### config.mk
export PLATFORM = sky130hd
export DESIGN_NAME = slot_allocator_with_key_lookup_unit
export DESIGN_NICKNAME = d
export VERILOG_FILES = /design/src/hdl/sakl_pkg.sv /design/src/hdl/slot_allocator_with_key_lookup_unit.sv /design/src/hdl/sakl_slot_store.sv /design/src/hdl/sakl_scan_ctrl.sv
export VERILOG_INCLUDE_DIRS = /design/src /design/src/hdl
export SDC_FILE = /design/constraint.sdc
export NUM_CORES = 2
export LEC_CHECK = 0
export ABC_CLOCK_PERIOD_IN_PS = 28700
export BUFFER_PORTS_ARGS = -buffer_cell sky130_fd_sc_hd__buf_4
export CAP_MARGIN = 5
export CORE_MARGIN = 2
export CORE_UTILIZATION = 30
export DETAILED_ROUTE_END_ITERATION = 10
export SLEW_MARGIN = 20
export SYNTH_ARGS = -nofsm -noshare
export SYNTH_HDL_FRONTEND = slang
export SYNTH_HIERARCHICAL = 1
export SYNTH_MEMORY_MAX_BITS = 65536
export SYNTH_SLANG_ARGS = --single-unit
### constraint.sdc
create_clock -name clk -period 28.7 [get_ports clk]
set_clock_uncertainty 0.2 [all_clocks]
set_input_delay 5.74 -clock clk [delete_from_list [all_inputs] [get_ports clk]]
set_output_delay 5.74 -clock clk [all_outputs]
set_load 0.05 [all_outputs]
### src/hdl/assert_macros.svh
// ----------------------------------------------------------------------------
// assertion macros
// shared clocked assertion forms, reset-qualified
// ----------------------------------------------------------------------------
`ifndef ASSERT_MACROS_SVH
`define ASSERT_MACROS_SVH

// property checked at every rising clk edge outside reset
`define ASSERT_CLK(lbl, prop, msg) \
	lbl: assert property (@(posedge clk) disable iff (!arst_n) prop) else $error(msg);

// implication checked at every rising clk edge outside reset
`define ASSERT_IMPL(lbl, ante, cons, msg) \
	lbl: assert property (@(posedge clk) disable iff (!arst_n) (ante) |-> (cons)) \
		else $error(msg);

`endif

### src/hdl/sakl_pkg.sv
// ----------------------------------------------------------------------------
// sakl_pkg
// types and constants of the slot allocator with key lookup
// ----------------------------------------------------------------------------
package sakl_pkg;

	function automatic int imax(input int a, input int b);
		return (a > b) ? a : b;
	endfunction

	localparam int NUM_SLOTS = 64;
	localparam int ADDR_W    = (NUM_SLOTS > 1) ? $clog2(NUM_SLOTS) : 1;
	localparam int CNT_W     = $clog2(NUM_SLOTS + 1);

	localparam int KEY_W  = 64;
	localparam int KIND_W = 3;
	localparam int SLOT_W = 6;
	localparam int OP_W   = 2;
	localparam int STAT_W = 2;
	localparam int CFG_W  = 7;
	localparam int CMP_W  = imax(imax(CFG_W, CNT_W), SLOT_W + 1);

	localparam logic [CFG_W-1:0] CFG_RESET = CFG_W'(64);

	localparam int IN_DATA_W  = 80;
	localparam int OUT_DATA_W = 16;

	typedef enum logic [OP_W-1:0] {
		OP_ALLOC  = 2'd0,
		OP_FREE   = 2'd1,
		OP_LOOKUP = 2'd2
	} op_t;

	typedef enum logic [STAT_W-1:0] {
		ST_OK    = 2'd0,
		ST_MISS  = 2'd1,
		ST_RANGE = 2'd2
	} status_t;

	typedef enum logic [1:0] {
		S_IDLE,
		S_SCAN,
		S_DONE
	} state_t;

	typedef struct packed {
		op_t               op;
		logic [KEY_W-1:0]  key;
		logic [KIND_W-1:0] kind;
		logic [SLOT_W-1:0] idx;
	} item_t;

	typedef struct packed {
		status_t           status;
		logic [SLOT_W-1:0] slot_number;
		logic [KIND_W-1:0] found_kind;
	} res_t;

	typedef struct packed {
		logic              rd_en;
		logic [ADDR_W-1:0] rd_addr;
		logic              wr_en;
		logic [ADDR_W-1:0] wr_addr;
		logic [KEY_W-1:0]  wr_key;
		logic [KIND_W-1:0] wr_kind;
		logic              clr_en;
		logic [ADDR_W-1:0] clr_addr;
	} store_req_t;

	typedef struct packed {
		logic              busy;
		logic [KEY_W-1:0]  key;
		logic [KIND_W-1:0] kind;
	} store_rd_t;

endpackage

### src/hdl/slot_allocator_with_key_lookup_unit.sv
// ----------------------------------------------------------------------------
// slot_allocator_with_key_lookup_unit
// first-fit slot allocator with associative key lookup over a fixed table
// ----------------------------------------------------------------------------
// One word is taken at a time. A free or an unknown operation is settled
// without reading the table. Allocate and lookup walk the slots from slot 0
// upward through one memory read port and one 64-bit key comparator, one slot
// a cycle, and stop at the first slot that answers; a miss walks every slot
// of the count. The next word is taken the cycle after the result moves into
// the output register, even while that result still waits on m_tready.
// The table comes out of reset empty, with no clearing pass.
module slot_allocator_with_key_lookup_unit import sakl_pkg::*; (
	input  logic                  clk,
	input  logic                  arst_n,
	input  logic                  cfg_we,
	input  logic [CFG_W-1:0]      cfg_wdata,  // slots_in_use
	input  logic                  s_tvalid,
	output logic                  s_tready,
	input  logic [IN_DATA_W-1:0]  s_tdata,    // origin_address, hook_kind, slot_index
	input  logic [OP_W-1:0]       s_tuser,    // operation
	output logic                  m_tvalid,
	input  logic                  m_tready,
	output logic [OUT_DATA_W-1:0] m_tdata,    // slot_number, found_kind
	output logic [STAT_W-1:0]     m_tuser     // status
);

	logic [CFG_W-1:0] cfg_q;
	logic [CNT_W-1:0] cnt;
	item_t            in_item;
	logic             in_accept;
	store_req_t       req;
	store_rd_t        rd;
	logic             res_valid;
	res_t             res;
	logic             res_take;
	logic             m_tvalid_q;
	res_t             out_q;

	always_ff @(posedge clk or negedge arst_n) begin
		if (!arst_n) begin
			cfg_q <= CFG_RESET;
		end else if (cfg_we) begin
			cfg_q <= cfg_wdata;
		end
	end

	// saturate the slot count to the table size
	assign cnt = (CMP_W'(cfg_q) > CMP_W'(NUM_SLOTS)) ? CNT_W'(NUM_SLOTS) : CNT_W'(cfg_q);

	assign in_accept    = s_tvalid && s_tready;
	assign in_item.op   = op_t'(s_tuser);
	assign in_item.key  = s_tdata[KEY_W-1:0];
	assign in_item.kind = s_tdata[KEY_W +: KIND_W];
	assign in_item.idx  = s_tdata[KEY_W + KIND_W +: SLOT_W];

	sakl_slot_store u_store (
		.clk    (clk),
		.arst_n (arst_n),
		.req    (req),
		.rd     (rd)
	);

	sakl_scan_ctrl u_ctrl (
		.clk       (clk),
		.arst_n    (arst_n),
		.in_accept (in_accept),
		.in_item   (in_item),
		.cnt       (cnt),
		.ready     (s_tready),
		.req       (req),
		.rd        (rd),
		.res_valid (res_valid),
		.res       (res),
		.res_take  (res_take)
	);

	assign res_take = res_valid && (!m_tvalid_q || m_tready);

	always_ff @(posedge clk or negedge arst_n) begin
		if (!arst_n) begin
			m_tvalid_q <= 1'b0;
		end else if (res_take) begin
			m_tvalid_q <= 1'b1;
		end else if (m_tready) begin
			m_tvalid_q <= 1'b0;
		end
	end

	always_ff @(posedge clk) begin
		if (res_take) begin
			out_q <= res;
		end
	end

	assign m_tvalid = m_tvalid_q;
	assign m_tuser  = out_q.status;
	assign m_tdata  = {{(OUT_DATA_W - SLOT_W - KIND_W){1'b0}}, out_q.found_kind,
	                   out_q.slot_number};

`include "assert_macros.svh"

	`ASSERT_IMPL(a_busy_after_accept, in_accept, ##1 !s_tready, "ready high after accept")
	`ASSERT_IMPL(a_miss_zero, m_tvalid && (m_tuser != ST_OK),
		(m_tdata[SLOT_W + KIND_W - 1:0] == '0), "nonzero fields on failed word")
	`ASSERT_CLK(a_result_from_work, $rose(m_tvalid) |-> $past(!s_tready),
		"result word without a pending item")

endmodule

### src/hdl/sakl_slot_store.sv
// ----------------------------------------------------------------------------
// sakl_slot_store
// slot table: busy flags in flops, key and kind memories, registered read
// ----------------------------------------------------------------------------
module sakl_slot_store import sakl_pkg::*; (
	input  logic       clk,
	input  logic       arst_n,
	input  store_req_t req,
	output store_rd_t  rd
);

	logic [NUM_SLOTS-1:0] busy_q;
	logic [KEY_W-1:0]     key_mem  [NUM_SLOTS];
	logic [KIND_W-1:0]    kind_mem [NUM_SLOTS];
	logic                 rd_busy_q;
	logic [KEY_W-1:0]     rd_key_q;
	logic [KIND_W-1:0]    rd_kind_q;

	always_ff @(posedge clk or negedge arst_n) begin
		if (!arst_n) begin
			busy_q <= '0;
		end else begin
			if (req.wr_en) begin
				busy_q[req.wr_addr] <= 1'b1;
			end
			if (req.clr_en) begin
				busy_q[req.clr_addr] <= 1'b0;
			end
		end
	end

	always_ff @(posedge clk) begin
		if (req.wr_en) begin
			key_mem[req.wr_addr]  <= req.wr_key;
			kind_mem[req.wr_addr] <= req.wr_kind;
		end
	end

	always_ff @(posedge clk) begin
		if (req.rd_en) begin
			rd_busy_q <= busy_q[req.rd_addr];
			rd_key_q  <= key_mem[req.rd_addr];
			rd_kind_q <= kind_mem[req.rd_addr];
		end
	end

	assign rd.busy = rd_busy_q;
	assign rd.key  = rd_key_q;
	assign rd.kind = rd_kind_q;

endmodule

### src/hdl/sakl_scan_ctrl.sv
// ----------------------------------------------------------------------------
// sakl_scan_ctrl
// sequencer that walks the slots one a cycle through a single key comparator
// ----------------------------------------------------------------------------
module sakl_scan_ctrl import sakl_pkg::*; (
	input  logic             clk,
	input  logic             arst_n,
	input  logic             in_accept,
	input  item_t            in_item,
	input  logic [CNT_W-1:0] cnt,
	output logic             ready,
	output store_req_t       req,
	input  store_rd_t        rd,
	output logic             res_valid,
	output res_t             res,
	input  logic             res_take
);

	state_t            state_q, state_d;
	item_t             item_q;
	logic [CNT_W-1:0]  ptr_q;
	logic              vld_s1;
	logic [ADDR_W-1:0] idx_s1;
	res_t              res_q, res_d;

	logic              hit;
	logic              last;
	logic              in_range;

	always_ff @(posedge clk or negedge arst_n) begin
		if (!arst_n) begin
			state_q <= S_IDLE;
		end else begin
			state_q <= state_d;
		end
	end

	assign last     = (CNT_W'(idx_s1) + CNT_W'(1)) == cnt;
	assign in_range = CMP_W'(item_q.idx) < CMP_W'(cnt);
	assign hit      = (item_q.op == OP_ALLOC) ? !rd.busy
	                                          : (rd.busy && (rd.key == item_q.key));

	always_comb begin
		state_d   = state_q;
		res_d     = res_q;
		ready     = 1'b0;
		res_valid = 1'b0;
		req       = '0;
		req.rd_addr  = ptr_q[ADDR_W-1:0];
		req.wr_addr  = idx_s1;
		req.wr_key   = item_q.key;
		req.wr_kind  = item_q.kind;
		req.clr_addr = ADDR_W'(item_q.idx);
		case (state_q)
			S_IDLE: begin
				ready = 1'b1;
				if (in_accept) begin
					state_d = S_SCAN;
				end
			end
			S_SCAN: begin
				case (item_q.op)
					OP_FREE: begin
						if (in_range) begin
							req.clr_en = 1'b1;
							res_d = '{ST_OK, item_q.idx, '0};
						end else begin
							res_d = '{ST_RANGE, '0, '0};
						end
						state_d = S_DONE;
					end
					OP_ALLOC, OP_LOOKUP: begin
						req.rd_en = ptr_q < cnt;
						if (vld_s1 && hit) begin
							req.wr_en = item_q.op == OP_ALLOC;
							res_d = '{ST_OK, SLOT_W'(idx_s1),
								(item_q.op == OP_LOOKUP) ? rd.kind : KIND_W'(0)};
							state_d = S_DONE;
						end else if ((vld_s1 && last) || (cnt == '0)) begin
							res_d = '{ST_MISS, '0, '0};
							state_d = S_DONE;
						end
					end
					default: begin
						res_d = '{ST_MISS, '0, '0};
						state_d = S_DONE;
					end
				endcase
			end
			S_DONE: begin
				res_valid = 1'b1;
				if (res_take) begin
					state_d = S_IDLE;
				end
			end
			default: begin
				state_d = S_IDLE;
			end
		endcase
	end

	always_ff @(posedge clk or negedge arst_n) begin
		if (!arst_n) begin
			ptr_q  <= '0;
			vld_s1 <= 1'b0;
		end else begin
			vld_s1 <= req.rd_en;
			if (state_q == S_IDLE) begin
				ptr_q <= '0;
			end else if (req.rd_en) begin
				ptr_q <= ptr_q + CNT_W'(1);
			end
		end
	end

	always_ff @(posedge clk) begin
		idx_s1 <= ptr_q[ADDR_W-1:0];
		res_q  <= res_d;
		if (in_accept && (state_q == S_IDLE)) begin
			item_q <= in_item;
		end
	end

	assign res = res_q;

endmodule

==> summary.txt <==
Routing
  • ANT nets after route: 0
  • DRC violations left: 0
  • WL/cell: 31.8 um
  • Pre-antenna DRT Iters: 6
  • Final WL: 500000 um
  • Vias post-DR: about 86000
  • Iteration-0 DRC Markers: roughly 13000
  • Vias per cell: around 5.5

Timing
  • Sum of negative setup slack: 0 ns
  • Final setup vio count: 0
  • Period Utilization, post-route: 0.284
  • Fin crit period: between 8 and 9 ns
  • RSZ-0062 raised after global routing: false
  • Final hold violations: 0
  • Final-report max-slew violation count: 0
  • Slew margin rel.: 0.179
  • Worst-Margin Slew: about 1.2 ns
  • Fmax: 0.123 GHz

Clock tree
  • Clk root buf: clkbuf_16
  • Worst-Skew Late Latency: 1.04 ns
  • Cts hold-fix bufs: 0
  • # resized after CTS: 0
  • Num Clock Sinks: around 4500
  • Num CTS Buffers: about 430
  • CTS tree: built
  • CTS H-tree depth: 5
  • Post-CTS setup buffers: 0
  • Worst-path clk slew: 0.06 ns
  • Clock Path Buffers: 4

Min path
  • Worst Hold Class: flop to flop

Final layout
  • Finished Layout Cells: roughly 16000
  • Fraction of layout cells with a size suffix above 1: 0.268
  • NumNets Final: ~7900
  • Fill count: approximately 52000
  • Final instance area: around 200000 um^2
  • Synth-to-Final Area Change: 14.1%

Placement
  • Cell Area, Placed: between 150000 and 200000 um^2
  • Final HPWL DP: around 270000 um
  • Number of port buffers: just under 100
  • RePlAce Congestion: slightly below 0.8
  • Placed cells: between 10000 and 15000

Power
  • VDD IR max: 66.4 uV
  • Lkg Pwr: between 50 and 60 nW
  • Cell Pwr Density: 78.8 nW/um^2

Logic synthesis
  • Count of cell types in the netlist: 66
  • Top FF cell, synth: edfxtp_1
  • Area of the mapped netlist: 173000 um^2
  • Asr flop ratio synth: 0.0181
  • Yosys warnings: 6
  • Cells after Synth: approximately 7500
  • Number of flops mapped to enable cells by yosys: between 4000 and 5000
  • Register area share after synthesis: 0.786
  • Avg Cell Area, Syn: 23.1 um^2
  • Register bit total from synthesis: about 4500

Floorplanning
  • Area of the core: 574000 um^2
  • Std-Cell Rows: between 200 and 300
  • Initial Util: 0.301
  • Die area: between 500000 and 600000 um^2
  • Die Ht: approximately 760 um
  • DIE WIDTH: ~760 um
  • I/O pin count: approximately 110

Outcome
  • Status: finished, final reports clean

Job
  • Max-Cap Viols: 0

Global routing
  • GRT Resource Usage Total: 0.166
  • Pin count of the biggest net entering global routing: 124
  • Total gr overflow: 0
  • Initial antenna violation count: 28
  • Vias in the first global route: around 85000
  • First-pass GRT wire length: 684000 um

Critical path
  • CP startpoint kind: flop
  • WP data required: 22.76 ns
  • Critical Path Sink Type: output pin
  • Critical path fanouts, max: 11
  • Flop2flop setup slack: around 22 ns
  • Critical path type: flop to output pin
  • Worst path arrival time: about 2.2 ns
## sequential cells by signal, summed over array words and instances (netlist names), 2 cells and up
name and flops:
u_ctrl/res 11, u_store/rd_kind_q 3, u_store/rd_key_q 64, u_store/key_mem 4096, u_ctrl/item_q 2, u_ctrl/state_q 2, m_tdata 9, u_ctrl/idx_s1 6
m_tuser 2, u_store/busy_q 64, u_store/kind_mem 192, u_ctrl/ptr_q 7, cfg_q 7, u_ctrl/req 73
## final timing paths
path / start / to / cells after the start
min reg2reg: u_ctrl/res[6] / m_tdata[3] / 0
min in group asynchronous: arst_n / m_tvalid / 1
max: u_ctrl/state_q[0] / s_tready / 3
max in group asynchronous: arst_n / u_ctrl/ptr_q[0] / 2
max reg2reg: u_ctrl/ptr_q[0] / u_store/rd_key_q[36] / 9
min: u_ctrl/res[6] / m_tdata[3] / 0
## worst max-delay path, cell delays in order, from the launching register on
cell	delay [ns]
dfrtp_1	0.39
or2_2	0.43
inv_1	0.16
buf_4	0.22
## routing by layer
metal  vias to the layer above  part of all wire  GRT usage
met5                         -           0.00010          0
met4                         5             0.029     0.0464
met3                       843              0.12     0.0350
met2                      5438              0.45      0.257
met1                     47300              0.40      0.238
li1                      32800                 -          -
## per-stage QoR
step / worst slack, ns / hold WS, ns / utilization / power, mW
3_5_place_dp: 21.05 / 0.206 / 0.320 / 10.1
6_report: 20.54 / 0.221 / 0.344 / 15.5
3_3_place_gp: 21.09 / 0.209 / 0.320 / 10.0
2_1_floorplan: 19.52 / 0.200 / - / 9.51
5_1_grt: 20.49 / 0.229 / 0.344 / 16.0
4_1_cts: 20.48 / 0.222 / 0.344 / 15.7
## cell families after synthesis
| logic type | after synthesis | share of synthesized area |
|---|---|---|
| AO/OA/AOI/OAI | 700 | 0.0313 |
| XOR/XNOR | 58 | 0.00294 |
| adder cells (fa/ha/maj) | 13 | 0.000941 |
| buffers and inverters | 521 | 0.0157 |
| flip-flops | 4541 | 0.786 |
| multiplexers | 1219 | 0.150 |
| other | 1 | 0.0000217 |
| AND/OR/NAND/NOR | 427 | 0.0130 |
## Yosys cell counts, types with 28 or more instances
master | count | area (um^2)
o22a_1 | 32 | 280
dfrtp_1 | 81 | 2030
edfxtp_1 | 4453 | 134000
nand3b_1 | 31 | 233
o22ai_1 | 133 | 832
mux2i_1 | 124 | 1240
mux4_2 | 1088 | 24500
a22oi_1 | 272 | 2040
clkbuf_1 | 149 | 559
o211a_1 | 68 | 681
buf_1 | 46 | 173
buf_4 | 137 | 1030
a211oi_1 | 68 | 510
o221ai_1 | 48 | 420
a2bb2oi_1 | 28 | 245
nand3_1 | 129 | 646
xnor2_1 | 36 | 315
buf_2 | 160 | 801
nor2_1 | 125 | 469
## final cells by class
class	count	area [um^2]	share of cell area
flip-flops and latches	4541	136000	0.689
multi-input cells	2424	34800	0.176
clock buffers	541	11200	0.0569
well taps	7560	9460	0.0480
repair buffers	396	3150	0.0160
clock inverters	254	2580	0.0131
inverters	23	88.8	0.000450
diodes	5	12.5	0.0000634
## cell usage in the layout (no fill, tap or decap), drive strengths merged, types with 32 or more instances in the layout
cell type and count:
edfxtp 4453, clkbuf 541, o22a 32, mux4 1088, o211a 68, xnor2 36, inv 43, bufinv 36
buf 396, o22ai 133, o221ai 48, a211oi 68, a22oi 272, clkinv 186, nand3 129, dfrtp 81
nor2 126, mux2i 124
## where the power goes
group / switching, mW / internal, mW
Combinational: 1.24 / 0.988
Sequential: 0.0692 / 7.62
Clock: 2.51 / 3.11
Note: power is estimated with default switching activity, not from simulation.
